==> src/rtl/pbb_pkg.sv <==
package pbb_pkg;

  localparam int PAL_ENTRIES  = 32768;
  localparam int PAL_AW       = $clog2(PAL_ENTRIES);
  localparam int FRAME_PIXELS = 262144;
  localparam int FS_AW        = $clog2(FRAME_PIXELS);
  localparam int BANK_DEPTH   = FRAME_PIXELS / 2;
  localparam int BANK_AW      = FS_AW - 1;
  localparam int MAX_LINE     = 512;
  localparam int POS_W        = $clog2(MAX_LINE);

  localparam int IDX_W  = 15;
  localparam int RGB_W  = 24;
  localparam int PIX_W  = 32;
  localparam int DIM_W  = 10;
  localparam int CFG_AW = 2;

  // Depth of the request queue and of the result buffer.
  localparam int QDEPTH = 4;
  localparam int QAW    = $clog2(QDEPTH);

  localparam logic [PIX_W-1:0] AVG_MASK     = 32'h0101_0101;
  localparam logic [7:0]       ALPHA_OPAQUE = 8'hff;

  typedef enum logic {
    OP_PIXEL     = 1'b0,
    OP_PAL_WRITE = 1'b1
  } op_e;

  typedef enum logic [CFG_AW-1:0] {
    REG_BLEND  = 2'd0,
    REG_BLEED  = 2'd1,
    REG_WIDTH  = 2'd2,
    REG_HEIGHT = 2'd3
  } cfg_reg_e;

  typedef struct packed {
    logic blend;
    logic bleed;
    logic restart;
  } ctrl_t;

  typedef struct packed {
    logic [RGB_W-1:0] rgb;
    logic [FS_AW-1:0] addr;
    logic             line_end;
    logic             frame_end;
    logic             first;
  } item_t;

  typedef struct packed {
    logic [PIX_W-1:0] pixel;
    logic             line_end;
    logic             frame_end;
  } res_t;

endpackage

==> src/rtl/pbb_queue.sv <==
module pbb_queue
  import pbb_pkg::*;
(
  input  logic         clk_i,
  input  logic         rst_ni,
  input  logic         push_i,
  input  item_t        item_i,
  input  logic         pop_i,
  output item_t        item_o,
  output logic [QAW:0] count_o
);

  item_t          mem_q [QDEPTH];
  logic [QAW-1:0] head_q, tail_q;
  logic [QAW:0]   count_q;

  always_ff @(posedge clk_i or negedge rst_ni) begin
    if (!rst_ni) begin
      head_q  <= '0;
      tail_q  <= '0;
      count_q <= '0;
    end else begin
      if (push_i) tail_q <= tail_q + QAW'(1);
      if (pop_i)  head_q <= head_q + QAW'(1);
      count_q <= count_q + (QAW+1)'(push_i) - (QAW+1)'(pop_i);
    end
  end

  always_ff @(posedge clk_i) begin
    if (push_i) mem_q[tail_q] <= item_i;
  end

  assign item_o  = mem_q[head_q];
  assign count_o = count_q;

endmodule

==> config.mk <==
export PLATFORM = sky130hd
export DESIGN_NAME = pbb_queue
export DESIGN_NICKNAME = d
export VERILOG_FILES = /design/src/rtl/pbb_pkg.sv /design/src/rtl/pbb_queue.sv
export SDC_FILE = /design/constraint.sdc
export NUM_CORES = 1
export LEC_CHECK = 0
export CAP_MARGIN = 15
export CORE_ASPECT_RATIO = 0.5
export CORE_MARGIN = 2
export CORE_UTILIZATION = 50
export DETAILED_ROUTE_END_ITERATION = 10
export DONT_BUFFER_PORTS = 1
export SETUP_SLACK_MARGIN = 0.2
export SLEW_MARGIN = 20
export SYNTH_ARGS = -nofsm -noshare
export SYNTH_HDL_FRONTEND = slang
export SYNTH_SLANG_ARGS = --single-unit
==> constraint.sdc <==
create_clock -name clk_i -period 5.6 [get_ports clk_i]
set_input_delay 0.56 -clock clk_i [delete_from_list [all_inputs] [get_ports clk_i]]
set_output_delay 0.56 -clock clk_i [all_outputs]
set_load 0.005 [all_outputs]
**Yosys cells after proc, flatten, opt, wreduce, memory -nomap -nowiden**

Memories as Yosys holds them, arrays and structs flattened.
Index checks and enable logic that the tools add are counted.

- Multiplexer cells: 2
- $add $sub $neg: 4

Operator list:

| operator | number |
|---|---|
| $add A2 B1 Y2 const B | 2 |
| $add A3 B1 Y3 | 1 |
| $sub A3 B1 Y3 | 1 |
| $mux W1 | 2 |

- Input port bits: 49
- Output and inout bits: 48
- Word-level logic and storage cells: 10
- RAM bits: 180
- Register bits after elaboration: 7
- Memories kept: 1

Memories:

| memory | words | bits a word | read ports | clocked after Yosys merged registers in | wr ports | line | RTL |
|---|---|---|---|---|---|---|---|
| mem_q | 4 | 45 | 1 | 0 | 1 | pbb_queue.sv:13 | `item_t mem_q [QDEPTH];` |

**Longest topological paths before layout**

Gate-level depths: netlist of run 1.

- Depth after elaboration: 2
- Mapped depth: 7
- Gate-level depth less buffers: 7

**Worst setup path after synthesis of run 1**

Ideal clock, no wire load.

- Path kind: flip-flop to flip-flop
- Start: register tail_q[0]
- End: memory mem_q[0][0] in the netlist's numbering (enable)
- Path slack: 3,492 ps
- Arrival: 1,701 ps
- Path buffers: 0
- Stages on the path, launching flop included: 4
- Setup time: 407 ps
- Cells stage by stage: dfrtp_1 > inv_1 > ha_1 > and2_1

RTL lines:

| item | line | RTL |
|---|---|---|
| start: declaration | pbb_queue.sv:14 | `logic [QAW-1:0] head_q, tail_q;` |
| start signal: assignment | pbb_queue.sv:23 | `if (push_i) tail_q <= tail_q + QAW'(1);` |
| end: declaration | pbb_queue.sv:13 |  |

No word-level cell before the write port.

==> flow_summary.ini, run 1 <==
[critical_path]
cp_slowest_stage_delay_ns = 1.05
cp-start-kind = register
timing_worst_setup_path_type = reg2out
cp.arrival_ns = 2.13
worstPathRequired_ns = 5.04
crit_family = flip-flops
critical_path.max_fanout = 47
slowest_stage = dfrtp_4
critPathBufInv = 0
critPathCaptureType = primary output
path_cells = mux4_2

[grt]
grt_max_degree = 48
grt_pass1_vias = 2889
grt_pass1_wl_um = 16500
track_usage = 0.158
antenna_found_initial = 0
gr-total-overflow = 0

[sta]
finalMaxSlewViolations = 0
skew_ns = 0.00868
layout_setup_ws_ns = 2.91
finalHoldViolations = 0
worstMarginPinSlew_ns = 0.944
slew_headroom = 0.371
fin_setup_tns_ns = 0
fmax_mhz = 372
period_share = 0.480
rsz0062_at_grt = false
setup_viol = 0
fin_crit_ns = 2.69

[layout]
fin_cells = 470
regArea_um2 = 5590
num-nets-final = 337
area_growth_pct = 11.7
antenna_cells = 0
n_fill_cell = 998
multi_input_area_um2 = 1190
stdcell_area_um2 = 7700
drive_above_1_share = 0.289

[route]
vias_per_cell = 5.68
route.final.wire_length_um = 11000
drt_iter0_markers = 313
first_pass_iters = 4
vias = 2668
routedWlPerCell_um = 23.4
antenna_left = 0
drcViolationCount = 0

[clock_network]
cts_tree = yes
post_cts_buffers = 0
cts_buffer_depth = 2
numCtsBuffers = 17
clk_pin_slew_worst_paths_ns = 0.07
clock_tree.root_cell = clkbuf_16
clkSinkCount = 187
insertion_delay_ns = 0.41
ctsHtreeMaxLevel = 4

[logic_synthesis]
syn_area_per_cell_um2 = 25.8
synthesis.nets = 323
ys_seq_area_frac = 0.810
synth_warnings = 0
yosysUniqueCellTypes = 16
ys_seq_elements = 187
syn_inst = 267
synthesis.area_um2 = 6890

[power_and_ir_drop]
p_total_uw = 4050
p_leak_uw = 0.00247
ir_worst_vdd_uv = 529
power.density_nw_per_um2 = 526

[place]
dp_cells = 437
dp_hpwl_um = 6530
place_ws_ns = 3.26
port_buffers = 0
place_area_um2 = 7060
place_congestion = 0.637

[floorplanning]
die_width_um = 170
start_util = 0.510
ioPinCount = 97
rows = 30
core_area_um2 = 13500
die_area_um2 = 14800
die_h_um = 87.0

[worst_hold_path]
min_path_type = in2reg

[status]
status = completed

[run]
cap_viol_max_count = 0
-- stage by stage --
stage / hold slack (ns) / utilization
2_1_floorplan: 0.264 / -
3_3_place_gp: 0.265 / 0.522
3_5_place_dp: 0.265 / 0.522
4_1_cts: 0.214 / 0.570
5_1_grt: 0.215 / 0.570
6_report: 0.228 / 0.570
-- cell type report --
cell class,instances,area share
tap,176,0.0286
clock buffer,20,0.0580
clock inverter,12,0.0241
inverter,6,0.00293
timing repair buffer,5,0.00520
multi-input combinational,64,0.155
sequential,187,0.726
-- cell families (layout without fill, tap and decap cells) --
logic type      Yosys count  after routing  synth area share
flops                   187            187             0.810
mux                      45             45             0.147
buf+inv                  16             43            0.0176
fa+ha+maj                 7              7            0.0138
simple gates              6              6           0.00472
xor+xnor                  5              5           0.00636
compound gates            1              1          0.000726
-- placed cells by master, fill, tap and decap left out --
cell / count
edfxtp_1: 180
mux4_2: 45
clkbuf_16: 17
inv_1: 6
ha_1: 6
dfrtp_1: 5
and2_2: 4
bufinv_16: 4
buf_4: 4
xnor2_1: 3
clkinv_4: 3
inv_6: 3
xor2_1: 2
nand2_1: 2
clkbuf_1: 2
dfrtp_4: 2
o21ai_0: 1
fa_1: 1
clkbuf_8: 1
clkinvlp_4: 1
clkinv_2: 1
dlygate4sd3_1: 1
-- flip-flops by register name, indices dropped and copies added (netlist names) --
signal and count:
tail_q 2, count_o 3, head_q 2, mem_q 180
-- final timing paths --
kind | from | end | slack [ns] | depth (start not counted)
min | pop_i | head_q[0] | 0.23 | 1
max | head_q[0] | item_o[1] | 2.91 | 1
min reg2reg | tail_q[0] | tail_q[0] | 0.54 | 1
min in group asynchronous | rst_ni | tail_q[1] | 0.48 | 1
max in group asynchronous | rst_ni | head_q[1] | 4.85 | 1
max reg2reg | tail_q[0] | mem_q[2][19] | 3.50 | 4
-- Yosys cell counts --
cell type | n | area (µm²)
and2_1 | 4 | 25.0
buf_12 | 2 | 40.0
buf_2 | 5 | 25.0
buf_4 | 1 | 7.51
buf_6 | 1 | 11.3
buf_8 | 1 | 15.0
dfrtp_1 | 7 | 175
edfxtp_1 | 180 | 5410
fa_1 | 1 | 20.0
ha_1 | 6 | 75.1
inv_1 | 6 | 22.5
mux4_2 | 45 | 1010
nand2_1 | 2 | 7.51
o21ai_0 | 1 | 5.00
xnor2_1 | 3 | 26.3
xor2_1 | 2 | 17.5
-- layer usage --
layer  wire [µm]  vias to the layer above  GRT usage  share of wire
li1            -                     1152          -              -
met1        4470                     1432      0.190           0.41
met3         848                       10     0.0645          0.077
met4          86                        0     0.0443         0.0078
met5           0                        -          0              0
met2        5610                       74      0.267           0.51
-- report_power, final --
| part | switching, µW | total (µW) | internal (µW) | leakage [µW] |
|---|---|---|---|---|
| logic | 324 | 713 | 389 | 0.000429 |
| registers | 236 | 2070 | 1840 | 0.00173 |
| clock network | 495 | 1260 | 766 | 0.000306 |
| total | 1050 | 4050 | 2990 | 0.00247 |
-- what timing repair did --
item,in CTS,in global routing
resized for setup,0,0
hold buffers,1,0
endpoints found under the hold margin,7,0
No activity file was read; power rests on OpenSTA's default activity.
==> inputs of run 2 (changes only) <==
--- a/config.mk
+++ b/config.mk
@@ -11,6 +11,7 @@
 export CORE_UTILIZATION = 50
 export DETAILED_ROUTE_END_ITERATION = 10
 export DONT_BUFFER_PORTS = 1
+export PLACE_DENSITY = 0.68
 export SETUP_SLACK_MARGIN = 0.2
 export SLEW_MARGIN = 20
 export SYNTH_ARGS = -nofsm -noshare
==> constraint.sdc (replaced) <==
create_clock -name clk_i -period 2.2 [get_ports clk_i]
set_input_delay 0.22 -clock clk_i [delete_from_list [all_inputs] [get_ports clk_i]]
set_output_delay 0.22 -clock clk_i [all_outputs]
set_load 0.005 [all_outputs]
==> run 2 against run 1 <==
  * Register-to-register slack lost 3.0 ns
  * Sequential share of layout area shrank 4.6 points
  * Clock power grew 130%
  * Critical path type unchanged
  * Critical path depth grew 1
  * Routed wire length grew 2.0%
  * Via count grew 6.8%
  * Power grew to 2.5 times the previous value
  * Cell count grew 12%
  * Clock skew is essentially flat
==> flow_summary.ini, run 2 (synthesis results as in run 1) <==
[power_and_ir_drop]
p_sw_uw = 2860
internal_power_uw = 7360
ir_worst_vdd_uv = 872
p_sw_frac = 0.280
power.density_nw_per_um2 = 1250
pwr-share-clk = 0.283
power_frac_comb = 0.234
p_leak_uw = 0.00269
seq_power_share = 0.483

[clock_network]
clock_tree.root_cell = clkbuf_16
cts_tree = yes
cts_buffer_depth = 2
clkSinkCount = 187
clk_pin_slew_worst_paths_ns = 0.07
insertion_delay_ns = 0.41
numCtsBuffers = 17
ctsHtreeMaxLevel = 4
post_cts_buffers = 0

[sta]
fin_setup_tns_ns = 0
worstMarginPinSlew_ns = 0.386
setup_viol = 0
finalMaxSlewViolations = 0
fmax_mhz = 526
fin_crit_ns = 1.90
rsz0062_at_grt = false
finalHoldViolations = 0
slew_headroom = 0.743
period_share = 0.864
layout_setup_ws_ns = 0.299
skew_ns = 0.00849

[critical_path]
cp-start-kind = register
cp.arrival_ns = 1.68
slowest_stage = mux4_2
cp_slowest_stage_delay_ns = 0.58
timing_worst_setup_path_type = reg2out
worstPathRequired_ns = 1.98
reg2reg_depth = 7
critPathCaptureType = primary output
critical_path.max_fanout = 25
path_cells = buf_12, mux4_2

[place]
place_ws_ns = 0.491
port_buffers = 0
place_congestion = 0.661
dp_hpwl_um = 7000

[grt]
busiest_layer = met2
grt_pass1_vias = 3142
met2_usage = 0.265
met3_usage = 0.0427
grt_pass1_wl_um = 17500
met1_usage = 0.219
gr-total-overflow = 0
grt_max_degree = 26
antenna_found_initial = 0
track_usage = 0.163

[route]
antenna_left = 0
vias_per_cell = 5.43
vias = 2850
drt_iter0_markers = 211
route.final.wire_length_um = 11200
drcViolationCount = 0
first_pass_iters = 4
routedWlPerCell_um = 21.4

[floorplanning]
start_util = 0.510
die_area_um2 = 14800
core_area_um2 = 13500
rows = 30
die_h_um = 87.0
ioPinCount = 97
die_width_um = 170

[layout]
top_register = mem_q
num-nets-final = 392
largest_register_ffs = 180
final_common_cell = edfxtp_1
antenna_cells = 0
area_growth_pct = 19.2
drive_above_1_share = 0.269
final_cell_mix = edfxtp_1, dlygate4sd3_1, mux4_2

[worst_hold_path]
min_path_type = in2async

[status]
status = completed

[run]
cap_viol_max_count = 0
==> run 2: changes by cell type in the layout (fill, tap and decap cells not counted), moves of 4 or more <==
| cell | previous run | this run |
|---|---|---|
| dlygate4sd3_1 | 1 | 48 |
| buf_4 | 4 | 9 |
| bufinv_16 | 4 | 0 |
| clkinv_8 | 0 | 4 |
==> run 2: power groups by stage <==
| stage | clock [µW] | sequential, µW | combinational (µW) |
|---|---|---|---|
| global route | 3110 | 5000 | 2630 |
| finish | 2900 | 4940 | 2390 |
| detailed placement | 0 | 5020 | 2370 |
| CTS | 2970 | 4950 | 2480 |
| floorplan | 0 | 4850 | 1950 |
| global placement | 0 | 4980 | 2310 |
==> run 2: critical path, delay by kind of cell (launching register included) <==
family / cells / cell delay [ns]
buffers and inverters: 1 / 0.22
flip-flops: 1 / 0.44
multiplexers: 1 / 0.58
==> run 2: layout make-up <==
cell class | instances | area, µm²
sequential | 187 | 5590
fill | 952 | 5300
multi-input combinational | 64 | 1190
timing repair buffer | 60 | 603
clock buffer | 17 | 425
tap | 176 | 220
clock inverter | 15 | 159
inverter | 6 | 22.5
==> run 2: worst paths after layout <==
check                             endpoint  slack (ns)       start
worst max-delay path            item_o[28]        0.30   head_q[0]
max in group asynchronous        head_q[1]        1.78      rst_ni
worst min-delay path             head_q[0]        0.14      rst_ni
worst min register to register   tail_q[0]        0.54   tail_q[0]
worst max register to register  count_o[2]        0.51  count_o[0]
min in group clk_i              count_o[0]        0.21       pop_i
==> run 2: layer usage <==
layer / wire length (µm) / up-vias
li1: - / 1267
met1: 5050 / 1515
met2: 5640 / 60
met3: 460 / 8
met4: 91 / 0
met5: 0 / -
==> run 2: what timing repair did <==
action                                 CTS  global route
gates resized for setup                  2             1
hold buffers                            48             0
endpoints found under the hold margin  192             0
setup endpoints to repair               43            20
==> run 2: per-stage QoR <==
stage	cell area, µm²	util	total power, µW	std cells	hold WS (ns)
finish	8210	0.608	10200	525	0.144
floorplan	6900	-	6810	267	-0.0756
CTS	8210	0.608	10400	525	0.132
detailed placement	7140	0.528	7390	445	-0.0754
global placement	7140	0.528	7280	445	-0.0754
global route	8210	0.608	10700	525	0.142
